==> config.mk <==
export PLATFORM = sky130hd
export DESIGN_NAME = scancode_set1_to_ascii
export DESIGN_NICKNAME = d
export VERILOG_FILES = /design/src/hw/rtl/sc1a_pkg.sv /design/src/hw/rtl/sc1a_decode.sv /design/src/hw/rtl/sc1a_out_reg.sv /design/src/hw/rtl/scancode_set1_to_ascii.sv
export VERILOG_INCLUDE_DIRS = /design/src /design/src/hw/rtl
export SDC_FILE = /design/constraint.sdc
export NUM_CORES = 1
export LEC_CHECK = 0
export BUFFER_PORTS_ARGS = -buffer_cell sky130_fd_sc_hd__buf_2
export CAP_MARGIN = 20
export CORE_UTILIZATION = 30
export CTS_CLUSTER_SIZE = 25
export DETAILED_ROUTE_END_ITERATION = 10
export GPL_TIMING_DRIVEN = 0
export MAX_ROUTING_LAYER = met4
export SLEW_MARGIN = 20
export SYNTH_ARGS = -nofsm -noshare
export SYNTH_HDL_FRONTEND = slang
export SYNTH_HIERARCHICAL = 1
export SYNTH_SLANG_ARGS = --single-unit
export TNS_END_PERCENT = 30
==> constraint.sdc <==
create_clock -name i_clk -period 6.8 [get_ports i_clk]
set_clock_uncertainty 0.15 [all_clocks]
set_input_delay 0.68 -clock i_clk [delete_from_list [all_inputs] [get_ports i_clk]]
set_output_delay 0.68 -clock i_clk [all_outputs]
set_load 0.02 [all_outputs]
==> src/hw/rtl/scancode_set1_to_ascii_macros.svh <==
// Assertion helpers shared by the decoder RTL.
`ifndef SCANCODE_SET1_TO_ASCII_MACROS_SVH
`define SCANCODE_SET1_TO_ASCII_MACROS_SVH

// Same-cycle implication, checked out of reset.
`define SC1A_ASSERT_IMP(lbl, clk, rst_n, ante, cons) \
    lbl: assert property (@(posedge clk) disable iff (!(rst_n)) (ante) |-> (cons)) \
        else $error("sc1a: same-cycle check failed");

// Next-cycle implication, checked out of reset.
`define SC1A_ASSERT_NXT(lbl, clk, rst_n, ante, cons) \
    lbl: assert property (@(posedge clk) disable iff (!(rst_n)) (ante) |=> (cons)) \
        else $error("sc1a: next-cycle check failed");

`endif

==> src/hw/rtl/sc1a_pkg.sv <==
package sc1a_pkg;

    localparam int unsigned CHAR_W = 7;

    localparam logic [7:0] PREFIX_BYTE = 8'hE0;
    localparam logic [6:0] MK_CTRL     = 7'h1D;
    localparam logic [6:0] MK_LSHIFT   = 7'h2A;
    localparam logic [6:0] MK_RSHIFT   = 7'h36;
    localparam logic [6:0] MK_ALT      = 7'h38;
    localparam logic [6:0] MK_CAPS     = 7'h3A;
    localparam logic [7:0] LAST_MAKE   = 8'h3A;

    localparam logic [CHAR_W-1:0] CH_LOWER_A = 7'h61;
    localparam logic [CHAR_W-1:0] CH_LOWER_L = 7'h6C;
    localparam logic [CHAR_W-1:0] CH_LOWER_U = 7'h75;

    typedef struct packed {
        logic              char_valid;
        logic [CHAR_W-1:0] char_code;
        logic              unknown_key;
        logic              ctrl_down;
        logic              shift_down;
        logic              alt_down;
        logic              caps_on;
    } t_result;

    // Returns {shifted, plain} for a make code index; zero marks a modifier key or unused code.
    function automatic logic [2*CHAR_W-1:0] key_lookup(input logic [5:0] idx);
        logic [2*CHAR_W-1:0] ent;
        case (idx)
            6'h01: ent = {7'h1B, 7'h1B};
            6'h02: ent = {7'h21, 7'h31};
            6'h03: ent = {7'h40, 7'h32};
            6'h04: ent = {7'h23, 7'h33};
            6'h05: ent = {7'h24, 7'h34};
            6'h06: ent = {7'h25, 7'h35};
            6'h07: ent = {7'h5E, 7'h36};
            6'h08: ent = {7'h26, 7'h37};
            6'h09: ent = {7'h2A, 7'h38};
            6'h0A: ent = {7'h28, 7'h39};
            6'h0B: ent = {7'h29, 7'h30};
            6'h0C: ent = {7'h5F, 7'h2D};
            6'h0D: ent = {7'h2B, 7'h3D};
            6'h0E: ent = {7'h08, 7'h08};
            6'h0F: ent = {7'h09, 7'h09};
            6'h10: ent = {7'h51, 7'h71};
            6'h11: ent = {7'h57, 7'h77};
            6'h12: ent = {7'h45, 7'h65};
            6'h13: ent = {7'h52, 7'h72};
            6'h14: ent = {7'h54, 7'h74};
            6'h15: ent = {7'h59, 7'h79};
            6'h16: ent = {7'h55, 7'h75};
            6'h17: ent = {7'h49, 7'h69};
            6'h18: ent = {7'h4F, 7'h6F};
            6'h19: ent = {7'h50, 7'h70};
            6'h1A: ent = {7'h7B, 7'h5B};
            6'h1B: ent = {7'h7D, 7'h5D};
            6'h1C: ent = {7'h0D, 7'h0D};
            6'h1E: ent = {7'h41, 7'h61};
            6'h1F: ent = {7'h53, 7'h73};
            6'h20: ent = {7'h44, 7'h64};
            6'h21: ent = {7'h46, 7'h66};
            6'h22: ent = {7'h47, 7'h67};
            6'h23: ent = {7'h48, 7'h68};
            6'h24: ent = {7'h4A, 7'h6A};
            6'h25: ent = {7'h4B, 7'h6B};
            6'h26: ent = {7'h4C, 7'h6C};
            6'h27: ent = {7'h3A, 7'h3B};
            6'h28: ent = {7'h22, 7'h27};
            6'h29: ent = {7'h7E, 7'h60};
            6'h2B: ent = {7'h7C, 7'h5C};
            6'h2C: ent = {7'h5A, 7'h7A};
            6'h2D: ent = {7'h58, 7'h78};
            6'h2E: ent = {7'h43, 7'h63};
            6'h2F: ent = {7'h56, 7'h76};
            6'h30: ent = {7'h42, 7'h62};
            6'h31: ent = {7'h4E, 7'h6E};
            6'h32: ent = {7'h4D, 7'h6D};
            6'h33: ent = {7'h3C, 7'h2C};
            6'h34: ent = {7'h3E, 7'h2E};
            6'h35: ent = {7'h3F, 7'h2F};
            6'h37: ent = {7'h2A, 7'h2A};
            6'h39: ent = {7'h20, 7'h20};
            default: ent = '0;
        endcase
        return ent;
    endfunction

    // Digit and punctuation keys follow shift only, not caps lock.
    function automatic logic shift_only_key(input logic [5:0] idx);
        logic res;
        case (idx)
            6'h1A, 6'h1B, 6'h27, 6'h28, 6'h29, 6'h2B, 6'h33, 6'h34, 6'h35: res = 1'b1;
            default: res = (idx < 6'h0E);
        endcase
        return res;
    endfunction

endpackage

==> src/hw/rtl/sc1a_decode.sv <==
`include "scancode_set1_to_ascii_macros.svh"

module sc1a_decode (
    input  logic                    i_clk,
    input  logic                    i_rst_n,
    input  logic                    i_fire,
    input  logic [7:0]              i_byte,
    input  logic                    i_full,
    output sc1a_pkg::t_result       o_result
);
    import sc1a_pkg::*;

    logic r_prefix, r_ctrl, r_shift, r_alt, r_caps;
    logic n_prefix, n_ctrl, n_shift, n_alt, n_caps;

    logic              is_prefix;
    logic              is_break;
    logic              is_make;
    logic [6:0]        mk;
    logic [5:0]        idx;
    logic              col;
    logic [2*CHAR_W-1:0] ent;
    logic [CHAR_W-1:0] ch;
    logic              ch_valid;
    logic              unknown;

    assign is_prefix = (i_byte == PREFIX_BYTE);
    assign is_break  = i_byte[7];
    assign mk        = i_byte[6:0];
    assign idx       = i_byte[5:0];
    assign is_make   = !is_break &&
                       (r_prefix ? (mk == MK_ALT || mk == MK_CTRL)
                                 : (i_byte != 8'h00 && i_byte <= LAST_MAKE));
    // Extended codes never count as shift-only keys.
    assign col       = (!r_prefix && shift_only_key(idx)) ? r_shift : (r_shift ^ r_caps);
    assign ent       = key_lookup(idx);

    always_comb begin
        n_prefix = r_prefix;
        n_ctrl   = r_ctrl;
        n_shift  = r_shift;
        n_alt    = r_alt;
        n_caps   = r_caps;
        ch       = '0;
        ch_valid = 1'b0;
        unknown  = 1'b0;
        if (is_prefix) begin
            n_prefix = 1'b1;
        end else begin
            n_prefix = 1'b0;
            if (is_break) begin
                if (mk == MK_CTRL) begin
                    n_ctrl = 1'b0;
                end else if (!r_prefix && (mk == MK_LSHIFT || mk == MK_RSHIFT)) begin
                    n_shift = 1'b0;
                end else if (mk == MK_ALT) begin
                    n_alt = 1'b0;
                end
            end else if (is_make) begin
                ch = col ? ent[2*CHAR_W-1:CHAR_W] : ent[CHAR_W-1:0];
                if (ch != '0) begin
                    if (r_ctrl && (ch == CH_LOWER_L || ch == CH_LOWER_U)) begin
                        ch = ch - CH_LOWER_A;
                    end
                    if (!i_full) begin
                        ch_valid = 1'b1;
                    end else begin
                        ch = '0;
                    end
                end else if (mk == MK_CTRL) begin
                    n_ctrl = 1'b1;
                end else if (mk == MK_LSHIFT || mk == MK_RSHIFT) begin
                    n_shift = 1'b1;
                end else if (mk == MK_ALT) begin
                    n_alt = 1'b1;
                end else if (mk == MK_CAPS) begin
                    n_caps = !r_caps;
                end
            end else begin
                unknown = 1'b1;
            end
        end
    end

    always_ff @(posedge i_clk) begin
        if (!i_rst_n) begin
            r_prefix <= 1'b0;
            r_ctrl   <= 1'b0;
            r_shift  <= 1'b0;
            r_alt    <= 1'b0;
            r_caps   <= 1'b0;
        end else if (i_fire) begin
            r_prefix <= n_prefix;
            r_ctrl   <= n_ctrl;
            r_shift  <= n_shift;
            r_alt    <= n_alt;
            r_caps   <= n_caps;
        end
    end

    always_comb begin
        o_result.char_valid  = ch_valid;
        o_result.char_code   = ch_valid ? ch : '0;
        o_result.unknown_key = unknown;
        o_result.ctrl_down   = n_ctrl;
        o_result.shift_down  = n_shift;
        o_result.alt_down    = n_alt;
        o_result.caps_on     = n_caps;
    end

    `SC1A_ASSERT_IMP(a_char_not_unknown, i_clk, i_rst_n, o_result.char_valid,
                     !o_result.unknown_key && o_result.char_code != '0)
    `SC1A_ASSERT_NXT(a_prefix_armed, i_clk, i_rst_n, i_fire && is_prefix, r_prefix)
    `SC1A_ASSERT_NXT(a_state_holds, i_clk, i_rst_n, !i_fire,
                     $stable(r_prefix) && $stable(r_ctrl) && $stable(r_shift) &&
                     $stable(r_alt) && $stable(r_caps))
    `SC1A_ASSERT_NXT(a_caps_only_on_make, i_clk, i_rst_n, i_fire && (is_break || is_prefix),
                     $stable(r_caps))

endmodule

==> src/hw/rtl/sc1a_out_reg.sv <==
module sc1a_out_reg (
    input  logic                    i_clk,
    input  logic                    i_rst_n,
    input  logic                    i_load,
    input  sc1a_pkg::t_result       i_result,
    input  logic                    i_ready,
    output logic                    o_valid,
    output sc1a_pkg::t_result       o_result
);
    import sc1a_pkg::*;

    logic    r_valid;
    t_result r_result;

    always_ff @(posedge i_clk) begin
        if (!i_rst_n) begin
            r_valid <= 1'b0;
        end else if (i_load) begin
            r_valid <= 1'b1;
        end else if (i_ready) begin
            r_valid <= 1'b0;
        end
    end

    always_ff @(posedge i_clk) begin
        if (i_load) begin
            r_result <= i_result;
        end
    end

    assign o_valid  = r_valid;
    assign o_result = r_result;

endmodule

==> src/hw/rtl/scancode_set1_to_ascii.sv <==
// Channel | Dir | tdata (low bit up)                         | tuser (low bit up)
// s_axis  | in  | scan_byte[7:0]                             | buffer_full
// m_axis  | out | char_code[6:0] ctrl shift alt caps, 0 pad  | char_valid unknown_key
//
// One item per cycle sustained while m_axis is not stalled; the path is the input
// register, then decode and table lookup into the result register.
// Reset (i_rst_n low, synchronous) clears the prefix flag and all modifiers.
// An m_axis stall holds the result register and the input register; s_axis
// keeps accepting until both hold an item.
module scancode_set1_to_ascii (
    input  logic        i_clk,
    input  logic        i_rst_n,
    input  logic        s_axis_tvalid,
    output logic        s_axis_tready,
    input  logic [7:0]  s_axis_tdata,   // scan_byte[7:0]
    input  logic [0:0]  s_axis_tuser,   // buffer_full
    output logic        m_axis_tvalid,
    input  logic        m_axis_tready,
    output logic [15:0] m_axis_tdata,   // char_code[6:0], ctrl, shift, alt, caps, zeros
    output logic [1:0]  m_axis_tuser    // char_valid, unknown_key
);
    import sc1a_pkg::*;

    logic       r_in_valid;
    logic [7:0] r_in_byte;
    logic       r_in_full;
    logic       advance;
    t_result    dec_result;
    t_result    out_result;

    // The input item moves on when the result register is free or draining.
    assign advance       = r_in_valid && (!m_axis_tvalid || m_axis_tready);
    assign s_axis_tready = !r_in_valid || advance;

    always_ff @(posedge i_clk) begin
        if (!i_rst_n) begin
            r_in_valid <= 1'b0;
        end else if (s_axis_tready) begin
            r_in_valid <= s_axis_tvalid;
        end
    end

    always_ff @(posedge i_clk) begin
        if (s_axis_tvalid && s_axis_tready) begin
            r_in_byte <= s_axis_tdata;
            r_in_full <= s_axis_tuser[0];
        end
    end

    sc1a_decode u_decode (
        .i_clk    (i_clk),
        .i_rst_n  (i_rst_n),
        .i_fire   (advance),
        .i_byte   (r_in_byte),
        .i_full   (r_in_full),
        .o_result (dec_result)
    );

    sc1a_out_reg u_out_reg (
        .i_clk    (i_clk),
        .i_rst_n  (i_rst_n),
        .i_load   (advance),
        .i_result (dec_result),
        .i_ready  (m_axis_tready),
        .o_valid  (m_axis_tvalid),
        .o_result (out_result)
    );

    assign m_axis_tdata = {5'b0, out_result.caps_on, out_result.alt_down,
                           out_result.shift_down, out_result.ctrl_down,
                           out_result.char_code};
    assign m_axis_tuser = {out_result.unknown_key, out_result.char_valid};

endmodule

==> flow_metrics.py, run 1 <==
metrics = {
    "floorplanning": {
        "io_pins": 33,
        "core_area_um2": 8891,
        "die_h_um": 98.89,
        "die_x_um": 98.89,
        "fp-row-count": 34,
        "die_area_um2": 9779,
        "start_util_pct": 31.68,
    },
    "clock_network": {
        "clkLatencyLatePin_ps": 280,
        "cts_root_buf": "clkbuf_8",
        "htreeDepth": 2,
        "clock_sinks": 29,
        "cts_buffers": 5,
        "ctsResizeCount": 0,
        "clkTransAtPathRegs_ps": 60,
        "cts_tree": "yes",
        "cts_buffer_depth": 2,
        "post_cts_buffers": 0,
        "cts_hold_buf": 0,
    },
    "synthesis": {
        "synth_top_cell_area_share_pct": 23.46,
        "yosys-top-cells-area": "edfxtp_1 23%, ha_1 6.7%, dfxtp_1 5.0%",
        "postSynthAreaPerCell_um2": 8.333,
        "yosys_warnings": 6,
        "synth_edf_count": 22,
        "async_flop_share_pct": 0,
        "synthFlopType": "edfxtp_1",
        "yosysUniqueCellTypes": 69,
        "ys_ff_latch": 29,
        "synth_area_leader_cell": "edfxtp_1",
        "ys_seq_area_share_pct": 28.43,
        "synth_cells": 338,
        "synthesis.area_um2": 2816,
    },
    "route": {
        "routed_via_density": 5.757,
        "firstDrtPassIters": 7,
        "vias": 2798,
        "drt_iter0_drc": 252,
        "finalWirelength_um": 8091,
        "wire_per_inst_um": 16.65,
        "drc": 0,
        "ant_nets": 0,
    },
    "timing": {
        "fin_crit_sh_pct": 86.84,
        "post-route-min-period_ps": 5905,
        "hold_viol": 0,
        "rsz0062_at_grt": "no",
        "finalSetupTns_ps": 0,
        "finalMaxSlewViolations": 0,
        "setup_ws_ps": 895.2,
        "maxSlewHeadroom_pct": 44.07,
        "finalSetupViolCount": 0,
        "worst_pin_slew_ps": 835.9,
        "max_freq_ghz": 0.1694,
    },
    "final_layout": {
        "stdcell_count": 486,
        "layout_commonest_cell": "buf_2",
        "layout_common_cells": "35 x buf_2, 25 x nand2_1, 23 x a21oi_1",
        "areaGrowthSynthToFinish_pct": 14.44,
        "nFillCells": 902,
        "drive_above_1_share_pct": 18.52,
        "nets": 405,
        "antennaDiodeCount": 0,
    },
    "placement": {
        "placed_cells": 478,
        "hpwl_um": 6099,
        "io_buffers": 27,
        "gp_congestion": 0.9837,
        "dp_slack_ps": 965.1,
    },
    "worst_setup_path": {
        "endpoint_kind": "register",
        "startpoint_type": "register",
        "crit_arrival_ps": 5800,
        "path_max_fanout": 10,
        "worstPathRequired_ps": 6690,
        "critPathKind": "reg2reg",
        "cp_slowest_cell": "edfxtp_1",
        "cpPeakStageDelay_ps": 590,
        "path_cells": "buf_1, inv_1, ha_1, clkbuf_1, nor3b_1, nor4_1, or4_4, nand3_1, nor2_1, a221oi_1, ha_1, inv_1, or4_1, mux2i_1, nand4_1, buf_2, nor3_1, xor2_1, buf_4",
    },
    "global_routing": {
        "grt_overflow": 0,
        "grt_pass1_wl_um": 13110,
        "grt_pass1_vias": 2651,
        "grt_max_degree": 15,
        "grt.total_usage_pct": 17.48,
        "antenna_found_initial": 0,
    },
    "outcome": {
        "status": "finished clean",
    },
    "power": {
        "peakVddDrop_v": 0.0001380,
        "power.leakage_nw": 1.258,
        "p_per_area_nw_per_um2": 158.4,
    },
    "worst_hold_path": {
        "hold_class": "reg2reg",
    },
    "job": {
        "max_cap_violations": 0,
    },
}
registers in the layout, summed over array words and instances, names as in the netlist:
| name | flops |
|---|---|
| u_decode/r_prefix | 1 |
| u_out_reg/o_result | 13 |
| r_in_full | 1 |
| u_decode/r_ctrl | 1 |
| r_in_byte | 8 |
| u_decode/r_shift | 1 |
| u_decode/r_alt | 1 |
| r_in_valid | 1 |
| u_decode/r_caps | 1 |
| u_out_reg/o_valid | 1 |
worst max-delay path: cells and delay by family, from the launching register on:
family                   cells  cell delay (ps)
AO/OA/AOI/OAI                1              590
AND/OR/NAND/NOR              8             2140
XOR/XNOR                     1               90
flip-flops                   1              590
buffers and inverters        6             1400
multiplexers                 1              180
adder cells (fa/ha/maj)      2              510
area by class of cell:
type                       instances  area (um2)  share of cell area (%)
buffer                            34       186.4                   5.784
clock buffer                       6       72.57                   2.252
clock inverter                     2       33.78                   1.048
inverter                          11       41.29                   1.281
multi-input combinational        268        1807                   56.06
sequential                        29       800.8                   24.84
tap                              108       135.1                   4.193
timing repair buffer              28       146.4                   4.542
synth_stat cells (4+ instances only):
cell / count
a211oi_1: 5
a21oi_1: 23
a22o_1: 4
a31oi_1: 4
and2_1: 4
buf_2: 8
buf_4: 11
clkbuf_1: 12
dfxtp_1: 7
edfxtp_1: 22
ha_1: 15
inv_1: 10
mux2i_1: 9
nand2_1: 25
nand2b_1: 11
nand3_1: 10
nand4_1: 5
nor2_1: 20
nor2b_1: 16
nor3_1: 9
nor3b_1: 5
o211ai_1: 5
o21a_1: 7
o21ai_0: 22
through the flow:
step	total power, mW	instance area (um2)	hold WS (ps)	utilization, %
final	0.5105	3223	370.5	36.25
after global routing	0.5328	3223	384.4	36.25
after CTS	0.5130	3223	376.3	36.25
after detailed placement	0.3404	3117	363.3	35.05
after global placement	0.3391	3102	355.7	34.89
after floorplan	0.3016	2831	346.3	-
logic make-up (layout without fill, tap and decap cells):
kind of cell               after synthesis  in the layout  synth area share (%)
and+or+nand+nor                        128            128                 25.94
AOI/OAI and AO/OA                      106            106                 25.81
buffers and inverters                   45             81                 8.085
DFF                                     29             29                 28.43
adders and majority gates               15             15                 6.664
muxes                                   11             11                 3.998
xor gates and xnor gates                 3              3                0.9331
other                                    1              5                0.1331
layer usage:
metal  global-route usage (%)  share of wire (%)  wire length, um
met1                    21.00                 43             3483
met2                    28.13                 46             3735
met3                    4.043                7.6              611
met4                    7.233                3.2              259
met5                        -                  0                0
path summary, 6_finish.rpt:
check                                        endpoint  slack [ps]         start  depth (start not counted)
worst min register to register             r_in_valid         370    r_in_valid                          2
worst max-delay path            u_out_reg/o_result[0]         900  r_in_byte[1]                         19
worst min-delay path                       r_in_valid         370    r_in_valid                          2
worst max register to register  u_out_reg/o_result[0]         900  r_in_byte[1]                         19
power by group:
part	internal, mW	total [mW]	switching [mW]
Clock	0.108	0.171	0.0627
Sequential	0.198	0.205	0.00667
Combinational	0.0501	0.135	0.0847
Power figures use the tool's default switching activity.
==> run 2, diff against run 1 <==
--- a/config.mk
+++ b/config.mk
@@ -9,9 +9,10 @@
 export BUFFER_PORTS_ARGS = -buffer_cell sky130_fd_sc_hd__buf_2
 export CAP_MARGIN = 20
 export CORE_UTILIZATION = 30
+export CTS_BUF_LIST = sky130_fd_sc_hd__clkbuf_2 sky130_fd_sc_hd__clkbuf_4 sky130_fd_sc_hd__clkbuf_8
 export CTS_CLUSTER_SIZE = 25
 export DETAILED_ROUTE_END_ITERATION = 10
-export GPL_TIMING_DRIVEN = 0
+export GPL_TIMING_DRIVEN = 1
 export MAX_ROUTING_LAYER = met4
 export SLEW_MARGIN = 20
 export SYNTH_ARGS = -nofsm -noshare
==> run 2 against run 1 <==
Against the previous run: combinational power fell by 13%; register-to-register slack improved by 400 ps; clock power fell by 20%; flip-flop and latch count did not move; power fell by 8.7%; worst setup slack improved by 400 ps; global-route usage fell by 2.1 points; sequential power rose by 3%; critical path depth fell by 4; via count fell by 7.6%; clock-buffer cell count fell by 1; critical path type unchanged; largest power group unchanged.
==> flow_metrics.py, run 2 (synthesized netlist as in run 1, its figures left out) <==
metrics = {
    "clock_network": {
        "ctsResizeCount": 0,
        "clkLatencyLatePin_ps": 280,
        "clock_sinks": 29,
        "htreeDepth": 2,
        "cts_buffers": 5,
        "cts_tree": "yes",
        "cts_buffer_depth": 2,
        "cts_root_buf": "clkbuf_8",
        "clkTransAtPathRegs_ps": 70,
        "post_cts_buffers": 0,
        "cts_hold_buf": 0,
    },
    "worst_setup_path": {
        "crit_arrival_ps": 5570,
        "reg2reg_slack_ps": 1290,
        "critPathKind": "reg2reg",
        "endpoint_kind": "register",
        "startpoint_type": "register",
        "worstPathRequired_ps": 6870,
        "path_max_fanout": 19,
        "reg2reg_from": "r_in_byte[1]",
        "critPathLaunch": "r_in_byte[1]",
    },
    "route": {
        "wire_per_inst_um": 15.37,
        "vias": 2586,
        "ant_nets": 0,
        "firstDrtPassIters": 5,
        "routed_via_density": 5.671,
        "finalWirelength_um": 7008,
        "drt_iter0_drc": 290,
        "drc": 0,
    },
    "power": {
        "power.leakage_nw": 1.155,
        "peakVddDrop_v": 0.00008460,
        "p_per_area_nw_per_um2": 153.4,
    },
    "placement": {
        "io_buffers": 27,
        "gp_congestion": 0.9629,
        "hpwl_um": 5237,
    },
    "final_layout": {
        "antennaDiodeCount": 0,
        "drive_above_1_share_pct": 15.80,
        "nets": 375,
        "layout_commonest_cell": "buf_2",
        "areaGrowthSynthToFinish_pct": 7.907,
        "layout_common_cells": "27 x buf_2, 25 x nand2_1, 23 x a21oi_1",
        "largest_reg_flops": 13,
    },
    "floorplanning": {
        "die_x_um": 98.89,
        "die_h_um": 98.89,
        "io_pins": 33,
        "die_area_um2": 9779,
        "core_area_um2": 8891,
        "fp-row-count": 34,
        "start_util_pct": 31.68,
    },
    "timing": {
        "max_freq_ghz": 0.1816,
        "fin_crit_sh_pct": 80.97,
        "worst_pin_slew_ps": 787.9,
        "hold_viol": 0,
        "maxSlewHeadroom_pct": 47.47,
        "post-route-min-period_ps": 5506,
        "rsz0062_at_grt": "no",
        "finalSetupTns_ps": 0,
        "finalMaxSlewViolations": 0,
        "whs_ps": 365.4,
        "finalSetupViolCount": 0,
    },
    "global_routing": {
        "antenna_found_initial": 0,
        "grt_pass1_wl_um": 11700,
        "grt_max_degree": 37,
        "grt.total_usage_pct": 15.42,
        "grt_overflow": 0,
        "grt_pass1_vias": 2376,
    },
    "worst_hold_path": {
        "hold_class": "reg2reg",
        "min-delay-start": "r_in_valid",
    },
    "job": {
        "max_cap_violations": 0,
    },
    "outcome": {
        "status": "finished clean",
    },
}
## run 2: final cells by class
class / count / area, um2
Multi-Input combinational cell: 268 / 1803
Clock buffer: 5 / 68.82
Inverter: 11 / 41.29
Clock inverter: 3 / 17.52
Fill cell: 914 / 5852
Timing Repair Buffer: 32 / 172.7
Sequential cell: 29 / 800.8
Tap cell: 108 / 135.1
## run 2: power breakdown
part	internal, mW	switching (mW)	leakage (nW)
sequential	0.198	0.0126	0.267
combinational	0.0457	0.0725	0.844
clock	0.0704	0.0666	0.0439
total	0.314	0.152	1.16
## run 2: routing by layer
metal | GRT usage [%] | vias up | share of wire [%]
met5 | - | - | 0
met4 | 8.381 | 0 | 4.6
met3 | 2.979 | 26 | 6.1
met2 | 23.40 | 103 | 45
met1 | 19.26 | 1199 | 44
li1 | - | 1258 | -
## run 2: stage by stage
stage / area (um2) / util (%) / instances / total power, mW / worst slack (ps)
finish: 3039 / 34.18 / 456 / 0.4661 / 1294
global route: 3039 / 34.18 / 456 / 0.4934 / 797.4
CTS: 3039 / 34.18 / 456 / 0.4722 / 1329
detailed placement: 2953 / 33.21 / 448 / 0.3309 / 1350
global placement: 2953 / 33.21 / 448 / 0.3312 / 1550
floorplan: 2831 / - / 342 / 0.3016 / 1990
## run 2: path summary, 6_finish.rpt
kind | end | depth (start not counted)
worst max-delay path | u_decode/r_caps | 15
worst min-delay path | r_in_valid | 2
worst max register to register | u_decode/r_caps | 15
worst min register to register | r_in_valid | 2
## run 2: critical path, stage by stage (launching register included)
cell and delay, ps:
edfxtp_1 740, inv_1 330, ha_1 390, nor3b_1 230, nor4_1 90, or4_4 580, nand3_1 220, nor2_1 80
a221oi_1 510, ha_1 260, inv_1 50, or4_1 500, mux2i_1 180, nand4_1 400, or4_1 590, a21boi_1 140
==> run 3, diff against run 2 <==
==> constraint.sdc (replaced) <==
create_clock -name i_clk -period 5.4 [get_ports i_clk]
set_clock_uncertainty 0.15 [all_clocks]
set_input_delay 0.54 -clock i_clk [delete_from_list [all_inputs] [get_ports i_clk]]
set_output_delay 0.54 -clock i_clk [all_outputs]
set_load 0.02 [all_outputs]
==> run 3 against run 2 <==
Against the previous run: critical path depth unchanged; final cell count up 1.8%; die area is the same; clock-buffer cell count grew 1; routed wire length grew 6.4%; largest power group unchanged; worst hold slack got worse by 71 ps; worst setup slack got worse by 910 ps; largest cell class unchanged; non-clock buffer count rose by 8.
==> flow_metrics.py, run 3 (synthesized netlist as in run 1, its figures left out) <==
metrics = {
    "floorplanning": {
        "start_util_pct": 31.68,
        "die_h_um": 98.89,
        "core_area_um2": 8891,
        "die_area_um2": 9779,
        "io_pins": 33,
        "fp-row-count": 34,
        "die_x_um": 98.89,
    },
    "final_layout": {
        "antennaDiodeCount": 0,
        "finalInstanceArea_um2": 3123,
        "regArea_um2": 800.8,
        "nFillCells": 900,
        "layout_commonest_cell": "buf_2",
        "nets": 383,
        "drive_above_1_share_pct": 17.42,
        "areaGrowthSynthToFinish_pct": 10.88,
        "multi_input_area_um2": 1803,
        "layout_common_cells": "27 x buf_2, 25 x nand2_1, 23 x a21oi_1",
        "largest_reg_flops": 13,
    },
    "clock_network": {
        "cts_buffer_depth": 2,
        "post_cts_buffers": 0,
        "clkTransAtPathRegs_ps": 60,
        "clock_sinks": 29,
        "ctsResizeCount": 0,
        "htreeDepth": 2,
        "cts_hold_buf": 0,
        "cts_buffers": 5,
        "clkLatencyLatePin_ps": 270,
        "cts_root_buf": "clkbuf_8",
        "cts_tree": "yes",
    },
    "outcome": {
        "status": "finished clean",
    },
    "worst_setup_path": {
        "cp_slowest_cell": "or4_1",
        "worstPathRequired_ps": 5460,
        "path_max_fanout": 11,
        "r2r_cells": 15,
        "reg2reg_from": "r_in_byte[1]",
        "startpoint_type": "register",
        "crit_arrival_ps": 5080,
        "critPathKind": "reg2reg",
        "path_cells": "ha_1, or2_1, a32o_1, or4_4, and3_1, o211ai_1, a22oi_1, inv_1, ha_1, inv_1, or4_1, mux2i_1, nand4_1, or4_1, a21boi_1",
        "cpPeakStageDelay_ps": 590,
        "rr_endpoint": "u_decode/r_caps",
        "endpoint_kind": "register",
        "path_buf_inv": 2,
        "path_delay_family": "simple AND/OR/NAND/NOR gates",
        "reg2reg_slack_ps": 380,
    },
    "timing": {
        "finalSetupTns_ps": 0,
        "finalMaxSlewViolations": 0,
        "finalSetupViolCount": 0,
        "whs_ps": 294.0,
        "maxSlewHeadroom_pct": 52.60,
        "setup_ws_ps": 383.6,
        "hold_viol": 0,
        "fin_crit_sh_pct": 92.90,
        "worst_pin_slew_ps": 710.9,
        "max_freq_ghz": 0.1993,
        "post-route-min-period_ps": 5016,
        "rsz0062_at_grt": "no",
    },
    "worst_hold_path": {
        "holdPathEnd": "r_in_full",
        "hold_class": "in2reg",
        "min_path_cells": 1,
        "min-delay-start": "s_axis_tuser",
    },
    "global_routing": {
        "antenna_found_initial": 0,
        "grt_pass1_vias": 2435,
        "grt_pass1_wl_um": 12000,
        "grt.total_usage_pct": 15.89,
        "grt_max_degree": 31,
        "grt_overflow": 0,
    },
    "placement": {
        "place_area_um2": 3013,
        "dp_slack_ps": 425.5,
        "hpwl_um": 5548,
        "io_buffers": 27,
        "gp_congestion": 0.9641,
    },
    "power": {
        "power.leakage_nw": 1.206,
        "peakVddDrop_v": 0.0002349,
        "p_per_area_nw_per_um2": 205.5,
    },
    "job": {
        "max_cap_violations": 0,
    },
    "route": {
        "vias": 2614,
        "drc": 0,
        "drt_iter0_drc": 253,
        "routed_via_density": 5.634,
        "wire_per_inst_um": 16.07,
        "firstDrtPassIters": 5,
        "finalWirelength_um": 7458,
        "ant_nets": 0,
    },
}
-- run 3: worst max path at each step --
stage | cells after the start | endpoint | from | slack (ps)
detailed placement | 15 | u_decode/r_caps | r_in_byte[1] | 430
floorplan | 18 | u_out_reg/o_result[0] | r_in_byte[0] | 590
global route | 15 | u_decode/r_caps | r_in_byte[1] | 130
global placement | 16 | u_decode/r_caps | r_in_byte[0] | 610
CTS | 15 | u_decode/r_caps | r_in_byte[1] | 400
finish | 15 | u_decode/r_caps | r_in_byte[1] | 380
-- run 3: routing by layer --
layer | track usage, % | wire [um]
met5 | - | 0
met1 | 20.29 | 3391
met2 | 24.37 | 3415
met3 | 2.553 | 385
met4 | 7.807 | 266
-- run 3: stage by stage --
stage,instances,utilization (%),power [mW]
detailed placement,456,33.89,0.4244
finish,464,35.13,0.6417
CTS,464,35.13,0.6460
floorplan,342,-,0.3798
global placement,456,33.89,0.4239
global route,464,35.13,0.6744
-- run 3: layout make-up --
cell class              count  share of cell area [%]
flip-flops and latches     29                   25.64
inverters                  11                   1.322
repair buffers             40                   7.452
multi-input cells         268                   57.73
clock buffers               6                   2.444
clock inverters             2                   1.082
well taps                 108                   4.327
-- run 3: power breakdown --
group / switching [mW] / total, mW / internal (mW)
sequential: 0.0120 / 0.262 / 0.250
clock: 0.0778 / 0.219 / 0.141
combinational: 0.0988 / 0.161 / 0.0623
